### src/rtl/lppl_pkg.sv
// Package for the light pen position latch: payload types, item kinds, port codes, flags.
package lppl_pkg;

    localparam int unsigned CNT_W = 12;
    localparam logic [CNT_W-1:0] CNT_MASK = 12'hfff;

    localparam logic [2:0] KIND_PIXEL = 3'd0;
    localparam logic [2:0] KIND_HSYNC = 3'd1;
    localparam logic [2:0] KIND_VSYNC = 3'd2;
    localparam logic [2:0] KIND_LIGHT = 3'd3;
    localparam logic [2:0] KIND_READ  = 3'd4;

    localparam logic [2:0] PORT_STATUS   = 3'd0;
    localparam logic [2:0] PORT_HIGH     = 3'd1;
    localparam logic [2:0] PORT_POS_LO   = 3'd2;
    localparam logic [2:0] PORT_LINE_LO  = 3'd3;
    localparam logic [2:0] PORT_CLR_STB  = 3'd4;
    localparam logic [2:0] PORT_MAN_STB  = 3'd5;
    localparam logic [2:0] PORT_IRQ_OFF  = 3'd6;
    localparam logic [2:0] PORT_IRQ_ACK  = 3'd7;

    localparam logic [7:0] FRAME_FLAG  = 8'h01;
    localparam logic [7:0] STROBE_FLAG = 8'h08;

    localparam logic [6:0] THRESHOLD_RESET = 7'd12;

    typedef struct packed {
        logic [2:0]       kind;
        logic [2:0]       address;
        logic [1:0]       buttons;
        logic             pen_present;
        logic             on_pen_line;
        logic [7:0]       brightness;
        logic [CNT_W-1:0] pen_position;
    } t_in;

    typedef struct packed {
        logic [7:0] read_data;
        logic       irq_line;
    } t_out;

endpackage

### src/rtl/lppl_core.sv
// Counters, latches, status and interrupt state, updated once per transfer.
module lppl_core (
    input  logic               i_clk,
    input  logic               i_rst_n,
    input  logic               i_cfg_we,
    input  logic [6:0]         i_cfg_wdata,
    input  logic               i_fire,
    input  lppl_pkg::t_in      i_item,
    output lppl_pkg::t_out     o_result
);

    logic [6:0]                 r_thr;
    logic [lppl_pkg::CNT_W-1:0] r_line, n_line;
    logic [lppl_pkg::CNT_W-1:0] r_pix, n_pix;
    logic [lppl_pkg::CNT_W-1:0] r_line_lat, n_line_lat;
    logic [lppl_pkg::CNT_W-1:0] r_pos_lat, n_pos_lat;
    logic [7:0]                 r_status, n_status;
    logic                       r_irq_en, n_irq_en;
    logic                       r_irq, n_irq;
    logic [7:0]                 data;
    logic                       hit;

    assign hit = i_item.pen_present && i_item.on_pen_line
                 && (i_item.brightness >= {1'b0, r_thr});

    always_comb begin
        n_line     = r_line;
        n_pix      = r_pix;
        n_line_lat = r_line_lat;
        n_pos_lat  = r_pos_lat;
        n_status   = r_status;
        n_irq_en   = r_irq_en;
        n_irq      = r_irq;
        data       = 8'h00;
        unique case (i_item.kind)
            lppl_pkg::KIND_PIXEL: n_pix = (r_pix + 12'd1) & lppl_pkg::CNT_MASK;
            lppl_pkg::KIND_HSYNC: begin
                n_line = (r_line + 12'd1) & lppl_pkg::CNT_MASK;
                n_pix  = '0;
            end
            lppl_pkg::KIND_VSYNC: begin
                n_line = '0;
                if ((r_status & lppl_pkg::FRAME_FLAG) == 8'h00) begin
                    n_status = r_status | lppl_pkg::FRAME_FLAG;
                    if (r_irq_en) n_irq = 1'b1;
                end
            end
            lppl_pkg::KIND_LIGHT: begin
                if (hit) begin
                    n_pix      = i_item.pen_position;
                    n_pos_lat  = i_item.pen_position;
                    n_line_lat = r_line;
                    n_status   = r_status | lppl_pkg::STROBE_FLAG;
                    if (r_irq_en) n_irq = 1'b1;
                end
            end
            lppl_pkg::KIND_READ: begin
                unique case (i_item.address)
                    lppl_pkg::PORT_STATUS:
                        data = ~(r_status | {5'b0, i_item.buttons[0], 2'b0})
                               | {5'b0, i_item.buttons[1], 2'b0};
                    lppl_pkg::PORT_HIGH:    data = {r_line_lat[11:8], r_pos_lat[11:8]};
                    lppl_pkg::PORT_POS_LO:  data = r_pos_lat[7:0];
                    lppl_pkg::PORT_LINE_LO: data = r_line_lat[7:0];
                    lppl_pkg::PORT_CLR_STB: n_status = r_status & ~lppl_pkg::STROBE_FLAG;
                    lppl_pkg::PORT_MAN_STB: begin
                        if ((r_status & lppl_pkg::STROBE_FLAG) == 8'h00) begin
                            n_pos_lat  = r_pix;
                            n_line_lat = r_line;
                            n_status   = r_status | lppl_pkg::STROBE_FLAG;
                            if (r_irq_en) n_irq = 1'b1;
                        end
                    end
                    lppl_pkg::PORT_IRQ_OFF: n_irq_en = 1'b0;
                    default: begin
                        n_irq_en = 1'b1;
                        n_status = r_status & ~lppl_pkg::FRAME_FLAG;
                        n_irq    = 1'b0;
                    end
                endcase
            end
            default: ;
        endcase
    end

    assign o_result.read_data = data;
    assign o_result.irq_line  = n_irq;

    always_ff @(posedge i_clk) begin
        if (!i_rst_n) begin
            r_thr      <= lppl_pkg::THRESHOLD_RESET;
            r_line     <= '0;
            r_pix      <= '0;
            r_line_lat <= '0;
            r_pos_lat  <= '0;
            r_status   <= '0;
            r_irq_en   <= 1'b0;
            r_irq      <= 1'b0;
        end else begin
            if (i_cfg_we) r_thr <= i_cfg_wdata;
            if (i_fire) begin
                r_line     <= n_line;
                r_pix      <= n_pix;
                r_line_lat <= n_line_lat;
                r_pos_lat  <= n_pos_lat;
                r_status   <= n_status;
                r_irq_en   <= n_irq_en;
                r_irq      <= n_irq;
            end
        end
    end

    // Only the frame and strobe flags can ever be set.
    a_status_bits: assert property (@(posedge i_clk) disable iff (!i_rst_n)
        (r_status & ~(lppl_pkg::FRAME_FLAG | lppl_pkg::STROBE_FLAG)) == 8'h00)
        else $error("status holds a bit other than frame or strobe");

    // Interrupt level stays put while idle.
    a_irq_hold: assert property (@(posedge i_clk) disable iff (!i_rst_n)
        !i_fire |=> $stable(r_irq))
        else $error("interrupt level moved without a transfer");

    // A raised level needs interrupts enabled when it rose.
    a_irq_rise: assert property (@(posedge i_clk) disable iff (!i_rst_n)
        (i_fire && !r_irq && n_irq) |-> r_irq_en)
        else $error("interrupt raised while disabled");

endmodule

### src/rtl/lppl_outbuf.sv
// Result register with a skid stage so input transfers continue while a result waits.
module lppl_outbuf (
    input  logic           i_clk,
    input  logic           i_rst_n,
    input  logic           i_push,
    input  lppl_pkg::t_out i_data,
    output logic           o_full,
    output logic           o_valid,
    input  logic           i_stall,
    output lppl_pkg::t_out o_data
);

    logic           r_out_valid, r_skid_valid;
    lppl_pkg::t_out r_out_data, r_skid_data;
    logic           take;

    assign take    = r_out_valid && !i_stall;
    assign o_full  = r_skid_valid;
    assign o_valid = r_out_valid;
    assign o_data  = r_out_data;

    always_ff @(posedge i_clk) begin
        if (!i_rst_n) begin
            r_out_valid  <= 1'b0;
            r_skid_valid <= 1'b0;
        end else if (r_skid_valid) begin
            if (take) begin
                r_out_valid  <= 1'b1;
                r_skid_valid <= 1'b0;
            end
        end else if (i_push) begin
            if (!r_out_valid || take) begin
                r_out_valid <= 1'b1;
            end else begin
                r_skid_valid <= 1'b1;
            end
        end else if (take) begin
            r_out_valid <= 1'b0;
        end
    end

    always_ff @(posedge i_clk) begin
        if (r_skid_valid) begin
            if (take) r_out_data <= r_skid_data;
        end else if (i_push) begin
            if (!r_out_valid || take) r_out_data <= i_data;
            else r_skid_data <= i_data;
        end
    end

    a_skid_order: assert property (@(posedge i_clk) disable iff (!i_rst_n)
        r_skid_valid |-> r_out_valid)
        else $error("skid entry held with empty output register");

    a_skid_move: assert property (@(posedge i_clk) disable iff (!i_rst_n)
        (r_skid_valid && take) |=> (r_out_valid && r_out_data == $past(r_skid_data)))
        else $error("skid entry not advanced to output");

    a_push_empty: assert property (@(posedge i_clk) disable iff (!i_rst_n)
        (i_push && !r_skid_valid && !r_out_valid) |=>
        (r_out_valid && !r_skid_valid && r_out_data == $past(i_data)))
        else $error("transfer into empty buffer lost");

endmodule

### src/rtl/lightpen_position_latch_ports_unit.sv
// Top level of the light pen position latch with its eight read ports.
//
// Usage:
//   Input channel (i_in_valid / o_in_stall / i_in_data) carries one item per
//   transfer: a pixel tick, hsync, vsync, pen light event or bus read.
//   Output channel (o_out_valid / i_out_stall / o_out_data) returns exactly
//   one result per item: the read byte (zero for non-read kinds) and the
//   interrupt level after the item.
//   Threshold register: write i_cfg_wdata with i_cfg_we high, while idle.
// Throughput: one item per cycle while the skid stage is free; all state is
//   updated in the transfer cycle by one pass of short logic, and the result
//   lands in the output register, or in the skid stage while that is held.
// Stall: a two-entry output buffer (result register plus skid stage) keeps
//   input transfers going while the receiver stalls; once the skid stage
//   is occupied, o_in_stall rises until the receiver takes data.
//   o_in_stall comes straight from a register.
// Reset: synchronous, active low; counters, latches, status, interrupt
//   enable and level clear, threshold returns to 12, output buffer empties.
module lightpen_position_latch_ports_unit (
    input  logic           i_clk,
    input  logic           i_rst_n,
    input  logic           i_cfg_we,
    input  logic [6:0]     i_cfg_wdata,
    input  logic           i_in_valid,
    output logic           o_in_stall,
    input  lppl_pkg::t_in  i_in_data,
    output logic           o_out_valid,
    input  logic           i_out_stall,
    output lppl_pkg::t_out o_out_data
);

    logic           fire;
    logic           full;
    lppl_pkg::t_out result;

    // Accept whenever the skid stage is free.
    assign o_in_stall = full;
    assign fire       = i_in_valid && !full;

    // Advance all state on the transfer and form the result.
    lppl_core u_core (
        .i_clk       (i_clk),
        .i_rst_n     (i_rst_n),
        .i_cfg_we    (i_cfg_we),
        .i_cfg_wdata (i_cfg_wdata),
        .i_fire      (fire),
        .i_item      (i_in_data),
        .o_result    (result)
    );

    // Hold results until the receiver takes them.
    lppl_outbuf u_outbuf (
        .i_clk   (i_clk),
        .i_rst_n (i_rst_n),
        .i_push  (fire),
        .i_data  (result),
        .o_full  (full),
        .o_valid (o_out_valid),
        .i_stall (i_out_stall),
        .o_data  (o_out_data)
    );

    // After a transfer, the output always shows a valid result next cycle.
    a_result_follows: assert property (@(posedge i_clk) disable iff (!i_rst_n)
        fire |=> o_out_valid)
        else $error("transfer produced no result");

    // Stall on the input only while a result is held.
    a_stall_cause: assert property (@(posedge i_clk) disable iff (!i_rst_n)
        o_in_stall |-> o_out_valid)
        else $error("input stalled with no result pending");

    // Buffer fills only if the receiver stalled.
    a_full_cause: assert property (@(posedge i_clk) disable iff (!i_rst_n)
        (fire && o_out_valid && i_out_stall) |=> o_in_stall)
        else $error("skid stage not filled on stall");

endmodule

### config.mk
export PLATFORM = sky130hd
export DESIGN_NAME = lightpen_position_latch_ports_unit
export DESIGN_NICKNAME = d
export VERILOG_FILES = /design/src/rtl/lppl_pkg.sv /design/src/rtl/lppl_core.sv /design/src/rtl/lppl_outbuf.sv /design/src/rtl/lightpen_position_latch_ports_unit.sv
export SDC_FILE = /design/constraint.sdc
export NUM_CORES = 1
export LEC_CHECK = 0
export BUFFER_PORTS_ARGS = -buffer_cell sky130_fd_sc_hd__buf_2
export CORE_ASPECT_RATIO = 0.75
export CORE_UTILIZATION = 60
export CTS_CLUSTER_DIAMETER = 40
export DETAILED_ROUTE_END_ITERATION = 8
export PLACE_DENSITY = 0.86
export RECOVER_POWER = 100
export SLEW_MARGIN = 0
export SYNTH_ARGS = -nofsm -noshare
export SYNTH_HDL_FRONTEND = slang
export SYNTH_SLANG_ARGS = --single-unit
export TNS_END_PERCENT = 1
### constraint.sdc
create_clock -name i_clk -period 3.55 [get_ports i_clk]
set_input_delay 0.1775 -clock i_clk [delete_from_list [all_inputs] [get_ports i_clk]]
set_output_delay 0.1775 -clock i_clk [all_outputs]
set_load 0.02 [all_outputs]
==> impl_metrics.tcl, run 1 <==
set metrics [dict create \
    grt_start_max_net_pins 33 \
    cpPeakStageDelay_ns 0.83 \
    grt_pass1_wl_um 16600 \
    layout-drive-gt1-share_pct 19.1 \
    area_growth_pct 6.28 \
    ctsRootBufferMaster "clkbuf_8" \
    critPathSlowestCell "nor3b_1" \
    regArea_mm2 0.00176 \
    crit_fanout 16 \
    internal-power_mw 1.30 \
    post_cts_buffers 0 \
    io_pins 53 \
    cts_tree "done" \
    clock_sinks 79 \
    switchingPower_mw 0.526 \
    finalSetupViolCount 0 \
    hold_path.class "in2reg" \
    grt-ovfl-total 0 \
    endpoint_kind "flip-flop" \
    insertion_delay_ns 0.36 \
    holdBufCountCts 0 \
    worst_pin_slew_ns 1.57 \
    required_ns 3.79 \
    design_area_mm2 0.00457 \
    crit_chain "nor3b_1, o21ai_0, o311ai_0, o31ai_1" \
    syn_inst 434 \
    synth-edff-count 18 \
    ys_types 72 \
    tns_ns 0 \
    routed_wirelength_um 10100 \
    p_comb_share_pct 12.8 \
    grtUsageTotal_pct 28.8 \
    multi_input_area_mm2 0.00220 \
    synth-seq-area-share_pct 41.0 \
    ant_nets 0 \
    wire_per_inst_um 17.7 \
    drt-initial-drc-count 357 \
    ys.flop_type "dfxtp_1" \
    skew_ns 0.0102 \
    leakage_nw 1.72 \
    row_count 26 \
    first_pass_iters 5 \
    async_flop_share_pct 0 \
    drv_slew 33 \
    p_per_area_mw_per_mm2 399 \
    hpwl_um 7090 \
    layout_commonest_cell "dfxtp_1" \
    coreArea_mm2 0.00686 \
    drc 0 \
    syn_area_per_cell_um2 9.91 \
    gp_congestion 0.868 \
    p_sw_share_pct 28.9 \
    criticalPathCategory "reg2reg" \
    htree_levels 3 \
    ys_seq_elements 79 \
    vias_per_cell 6.31 \
    slew_headroom_pct -4.74 \
    r2r_start "u_outbuf.o_full" \
    clkPwrFrac_pct 33.8 \
    portBuffers 52 \
    max_freq_mhz 351 \
    cts.clk_slew.worst_paths_ns 0.09 \
    grt_pass1_vias 3351 \
    nets 518 \
    violations "capacitance limit, slew limit" \
    yosysWarningCount 0 \
    syn_nets 485 \
    layout_common_cells "61 x dfxtp_1, 39 x buf_2, 36 x nor2_1" \
    outcome "finished, violations left" \
    floorplan.initialDensity_pct 62.7 \
    rsz0062_at_grt "no" \
    cts_max_path_buffers 2 \
    max-cap-violations 1 \
    fin_crit_sh_pct 80.3 \
    netlist_area_mm2 0.00430 \
    setup.worst_path.start_class "flip-flop" \
    antenna_found_initial 0 \
    vias 3597 \
    die_height_um 75.3 \
    die_x_um 99.8 \
    hp-start "i_cfg_wdata[2]" \
    p_seq_share_pct 53.3 \
    fin_crit_ns 2.85 \
    diodes 0 \
    post_cts_resized 0 \
    placed_cell_area_mm2 0.00451 \
    ir_drop_mv 0.215 \
    hold_viol 0 \
    cp.arrival_ns 3.09 \
    dieArea_mm2 0.00752 \
    cp-startpoint "u_outbuf.o_full" \
    cts_made_buffers 9 \
    fillers 560 \
]
layer usage:
layer	global-route usage, %	vias up	share of wire [%]
met5	0	-	0
met2	45.4	152	44
met1	39.2	1736	47
met3	6.88	23	7.5
met4	11.1	0	1.9
li1	-	1686	-
registers in the layout, indices dropped and copies added (netlist names):
| name | cells |
|---|---|
| u_outbuf.o_data | 9 |
| u_core.r_pix | 12 |
| u_outbuf.o_full | 1 |
| u_core.r_irq_en | 1 |
| u_outbuf.o_valid | 1 |
| u_core.r_line | 12 |
| u_core.r_status | 2 |
| u_core.r_irq | 1 |
| u_core.r_pos_lat | 12 |
| u_core.r_line_lat | 12 |
| u_core.r_thr | 7 |
| u_outbuf.r_skid_data | 9 |
logic make-up (layout without fill, tap and decap cells):
family                   after synthesis  after routing  share of synthesized area [%]
flip-flops                            79             79                           41.0
XOR/XNOR                              12             12                           2.44
AO/OA/AOI/OAI                        132            132                           24.0
multiplexers                          34             34                           8.75
buffers and inverters                 46             84                           5.70
AND/OR/NAND/NOR                      122            122                           15.5
adder cells (fa/ha/maj)                9              9                           2.62
stage by stage:
| step | hold slack, ns | instances | setup slack (ns) | util (%) | power (mW) |
|---|---|---|---|---|---|
| 3_3_place_gp | 0.393 | 554 | 0.979 | 65.7 | 1.23 |
| 4_1_cts | 0.0213 | 570 | 0.799 | 68.3 | 1.84 |
| 6_report | 0.0343 | 570 | 0.699 | 66.6 | 1.82 |
| 5_1_grt | 0.0715 | 570 | 0.356 | 66.6 | 1.89 |
| 2_1_floorplan | 0.308 | 434 | 1.58 | - | 1.17 |
| 3_5_place_dp | 0.404 | 554 | 0.807 | 65.7 | 1.23 |
synth_stat cells (3+ instances only):
cell type	instances	share of area, %
dfxtp_1	61	28
and3_1	10	1.5
a31oi_1	6	0.87
mux2_2	4	1.0
o211ai_1	5	0.87
buf_1	3	0.26
a21oi_1	32	3.7
a211oi_1	7	1.2
nand3_1	28	3.3
buf_2	12	1.4
inv_1	13	1.1
a2111oi_2	6	2.1
and2_1	3	0.44
nor3_1	8	0.93
o21ai_0	24	2.8
buf_4	5	0.87
edfxtp_1	18	13
clkbuf_1	8	0.70
nand2_1	9	0.79
nor2_1	35	3.1
buf_6	3	0.79
a211oi_2	10	2.9
mux2_1	5	1.3
o311ai_0	3	0.61
nand2b_1	6	0.87
xor2_1	10	2.0
nor4_1	3	0.44
mux2i_1	23	5.4
a21oi_2	8	1.6
o31ai_1	5	0.87
ha_1	9	2.6
cell type report:
cell class	instances	area share, %
Sequential cell	79	38.5
Multi-Input combinational cell	309	48.1
Tap cell	98	2.68
Timing Repair Buffer	54	5.58
Clock inverter	7	1.20
Inverter	14	1.15
Clock buffer	9	2.71
critical path, delay by kind of cell, from the launching register on:
kind | cells | cell delay [ns]
simple gates | 1 | 0.83
flops | 1 | 0.52
compound gates | 3 | 1.37
worst paths after layout:
kind / slack (ns) / depth (start not counted) / endpoint
min: 0.03 / 3 / u_core.r_thr[2]
min reg2reg: 0.48 / 2 / u_core.r_line_lat[8]
max: 0.70 / 4 / u_core.r_pix[3]
max reg2reg: 0.70 / 4 / u_core.r_pix[3]
power groups by stage:
stage / combinational [mW] / clock (mW) / sequential, mW
2_1_floorplan: 0.169 / 0 / 0.998
3_3_place_gp: 0.235 / 0 / 0.991
3_5_place_dp: 0.242 / 0 / 0.992
4_1_cts: 0.244 / 0.625 / 0.971
5_1_grt: 0.254 / 0.656 / 0.977
6_report: 0.234 / 0.617 / 0.972
Power figures use the tool's default switching activity.
==> run 2: changes to the inputs <==
--- a/config.mk
+++ b/config.mk
@@ -5,12 +5,13 @@
 export SDC_FILE = /design/constraint.sdc
 export NUM_CORES = 1
 export LEC_CHECK = 0
+export ABC_AREA = 1
 export BUFFER_PORTS_ARGS = -buffer_cell sky130_fd_sc_hd__buf_2
 export CORE_ASPECT_RATIO = 0.75
-export CORE_UTILIZATION = 60
+export CORE_UTILIZATION = 58
 export CTS_CLUSTER_DIAMETER = 40
 export DETAILED_ROUTE_END_ITERATION = 8
-export PLACE_DENSITY = 0.86
+export PLACE_DENSITY = 0.84
 export RECOVER_POWER = 100
 export SLEW_MARGIN = 0
 export SYNTH_ARGS = -nofsm -noshare
==> constraint.sdc (replaced) <==
create_clock -name i_clk -period 2.66 [get_ports i_clk]
set_input_delay 0.133 -clock i_clk [delete_from_list [all_inputs] [get_ports i_clk]]
set_output_delay 0.133 -clock i_clk [all_outputs]
set_load 0.02 [all_outputs]
==> impl_metrics.tcl, run 2 <==
set metrics [dict create \
    setup.worst_path.start_class "flip-flop" \
    gp_congestion 0.914 \
    nets 690 \
    grt_pass1_vias 3689 \
    cts_made_buffers 9 \
    synth_compound_area_share_pct 14.9 \
    layout_common_cells "169 x nand2_1, 61 x dfxtp_1, 60 x inv_1" \
    post-synth-top-count-cell "nand2_1" \
    htree_levels 3 \
    async_flop_share_pct 0 \
    regArea_mm2 0.00176 \
    skew_ns 0.0132 \
    required_ns 2.91 \
    syn_area_per_cell_um2 7.04 \
    yosysWarningCount 0 \
    crit_fanout 17 \
    slew_headroom_pct 42.5 \
    ys_types 38 \
    layout-drive-gt1-share_pct 11.0 \
    vias 4132 \
    synth_top_cell_by_area "dfxtp_1" \
    cp.arrival_ns 2.46 \
    cts_max_path_buffers 2 \
    die_height_um 75.2 \
    drc 0 \
    ant_nets 0 \
    switchingPower_mw 0.670 \
    synth.area.top_cells "dfxtp_1 29%, nand2_1 15%, edfxtp_1 13%" \
    synth_common_cells "167 x nand2_1, 61 x dfxtp_1, 58 x inv_1" \
    fin_crit_ns 2.21 \
    synthAdderAreaFrac_pct 2.71 \
    outcome "finished, final reports clean" \
    fillers 614 \
    synth-seq-area-share_pct 42.5 \
    p_comb_share_pct 11.8 \
    grt_start_max_net_pins 39 \
    leakage_nw 2.02 \
    max-cap-violations 0 \
    endpoint_kind "flip-flop" \
    first_pass_iters 6 \
    p_seq_share_pct 50.2 \
    ctsRootBufferMaster "clkbuf_8" \
    synth.top_cell.area_share_pct 29.4 \
    synth-xor-area-share_pct 0.633 \
    p_per_area_mw_per_mm2 547 \
    antenna_found_initial 0 \
    ys_seq_elements 79 \
    cts.clk_slew.worst_paths_ns 0.08 \
    synthSimpleGateAreaFrac_pct 30.8 \
    routed_wirelength_um 10000 \
    multi_input_area_mm2 0.00202 \
    ir_drop_mv 0.275 \
    worst_pin_slew_ns 0.862 \
    vias_per_cell 5.57 \
    hpwl_um 7230 \
    internal-power_mw 1.88 \
    p_sw_share_pct 26.2 \
    max_freq_mhz 453 \
    finalSetupViolCount 0 \
    syn_nets 640 \
    drv_slew 0 \
    grt-ovfl-total 0 \
    rsz0062_at_grt "no" \
    fin_crit_sh_pct 83.0 \
    coreArea_mm2 0.00686 \
    die_x_um 99.6 \
    criticalPathCategory "reg2reg" \
    synth-edff-count 18 \
    netlist_area_mm2 0.00415 \
    tns_ns 0 \
    clock_sinks 79 \
    cts_tree "done" \
    drt-initial-drc-count 432 \
    hold_path.class "in2reg" \
    ys.flop_type "dfxtp_1" \
    grtUsageTotal_pct 28.3 \
    post_cts_resized 0 \
    hold_viol 0 \
    area_growth_pct 12.5 \
    muxShareOfSynthArea_pct 0 \
    clkPwrFrac_pct 38.0 \
    synth_top_family_by_area "simple AND/OR/NAND/NOR gates" \
    grt_pass1_wl_um 16600 \
    dieArea_mm2 0.00750 \
    row_count 26 \
    p_total_mw 2.55 \
    diodes 0 \
    reg2reg_slack_ns 0.45 \
    floorplan.initialDensity_pct 60.4 \
    io_pins 53 \
    wire_per_inst_um 13.5 \
    portBuffers 52 \
    insertion_delay_ns 0.37 \
    syn_inst 589 \
    layout_commonest_cell "nand2_1" \
]
## run 2: cell count changes in the layout (fill, tap and decap cells not counted), sizes merged, moves of 9 or more
cell | before | now
o21ai | 26 | 45
mux2 | 9 | 0
mux2i | 23 | 0
and3 | 11 | 1
nor2 | 37 | 51
a21oi | 40 | 54
a211oi | 17 | 1
inv | 15 | 64
nand3 | 28 | 49
nand2 | 10 | 172
## run 2: timing repair
action / in CTS / in global routing
setup endpoints to repair: 0 / 0
hold buffers: 1 / 0
endpoints found under the hold margin: 1 / 0
setup buffers: 0 / 0
## run 2: per-stage QoR
step / utilization [%] / worst slack (ns) / instance area, um2 / instances / hold WS, ns
6_report: 68.0 / 0.451 / 4670 / 742 / 0.0116
5_1_grt: 68.0 / 0.228 / 4670 / 742 / 0.0296
4_1_cts: 68.6 / 0.637 / 4710 / 742 / 0.00490
3_5_place_dp: 65.3 / 0.686 / 4480 / 725 / 0.373
3_3_place_gp: 65.3 / 0.776 / 4480 / 725 / 0.349
2_1_floorplan: - / 1.00 / 4150 / 589 / 0.244
## run 2: per-layer routing
metal / share of wire, % / up-vias / GRT usage, %
met5: 0 / - / 0
met4: 1.1 / 0 / 7.19
met3: 9.0 / 17 / 9.56
met2: 45 / 187 / 46.5
met1: 45 / 1884 / 36.3
li1: - / 2044 / -
## run 2: cells by family after synthesis
group,Yosys count
AND/OR/NAND/NOR,298
XOR/XNOR,3
adder cells (fa/ha/maj),9
AO/OA/AOI/OAI,113
buffers and inverters,87
flip-flops,79
## run 2: cell type report
cell class / count / share of cell area (%)
inverters: 65 / 5.23
repair buffers: 61 / 6.54
multi-input cells: 423 / 43.3
well taps: 98 / 2.63
clock buffers: 10 / 2.74
clock inverters: 6 / 1.82
flip-flops and latches: 79 / 37.8
## run 2: final timing paths
check	from	to	cells past startpoint
worst max-delay path	u_outbuf.o_full	u_core.r_pix[9]	9
worst min-delay path	i_cfg_wdata[2]	u_core.r_thr[2]	3
worst max register to register	u_outbuf.o_full	u_core.r_pix[9]	9
worst min register to register	u_core.r_line_lat[9]	u_core.r_line_lat[9]	2
## run 2: worst max-delay path: stages, from the launching register on
cell      delay, ns
dfxtp_1        0.31
clkbuf_1       0.47
inv_2          0.16
nand2_4        0.19
nor3_1         0.09
buf_4          0.17
nand2_1        0.46
nand2_1        0.11
nand2_1        0.08
nor2_1         0.06
## run 2: power by group through the flow
stage                     Combinational [mW]  Sequential [mW]  Clock [mW]
after detailed placement               0.301             1.31           0
after floorplan                        0.186             1.32           0
final                                  0.301             1.28       0.972
after global routing                   0.338             1.28        1.02
after global placement                 0.289             1.31           0
after CTS                              0.305             1.28       0.978
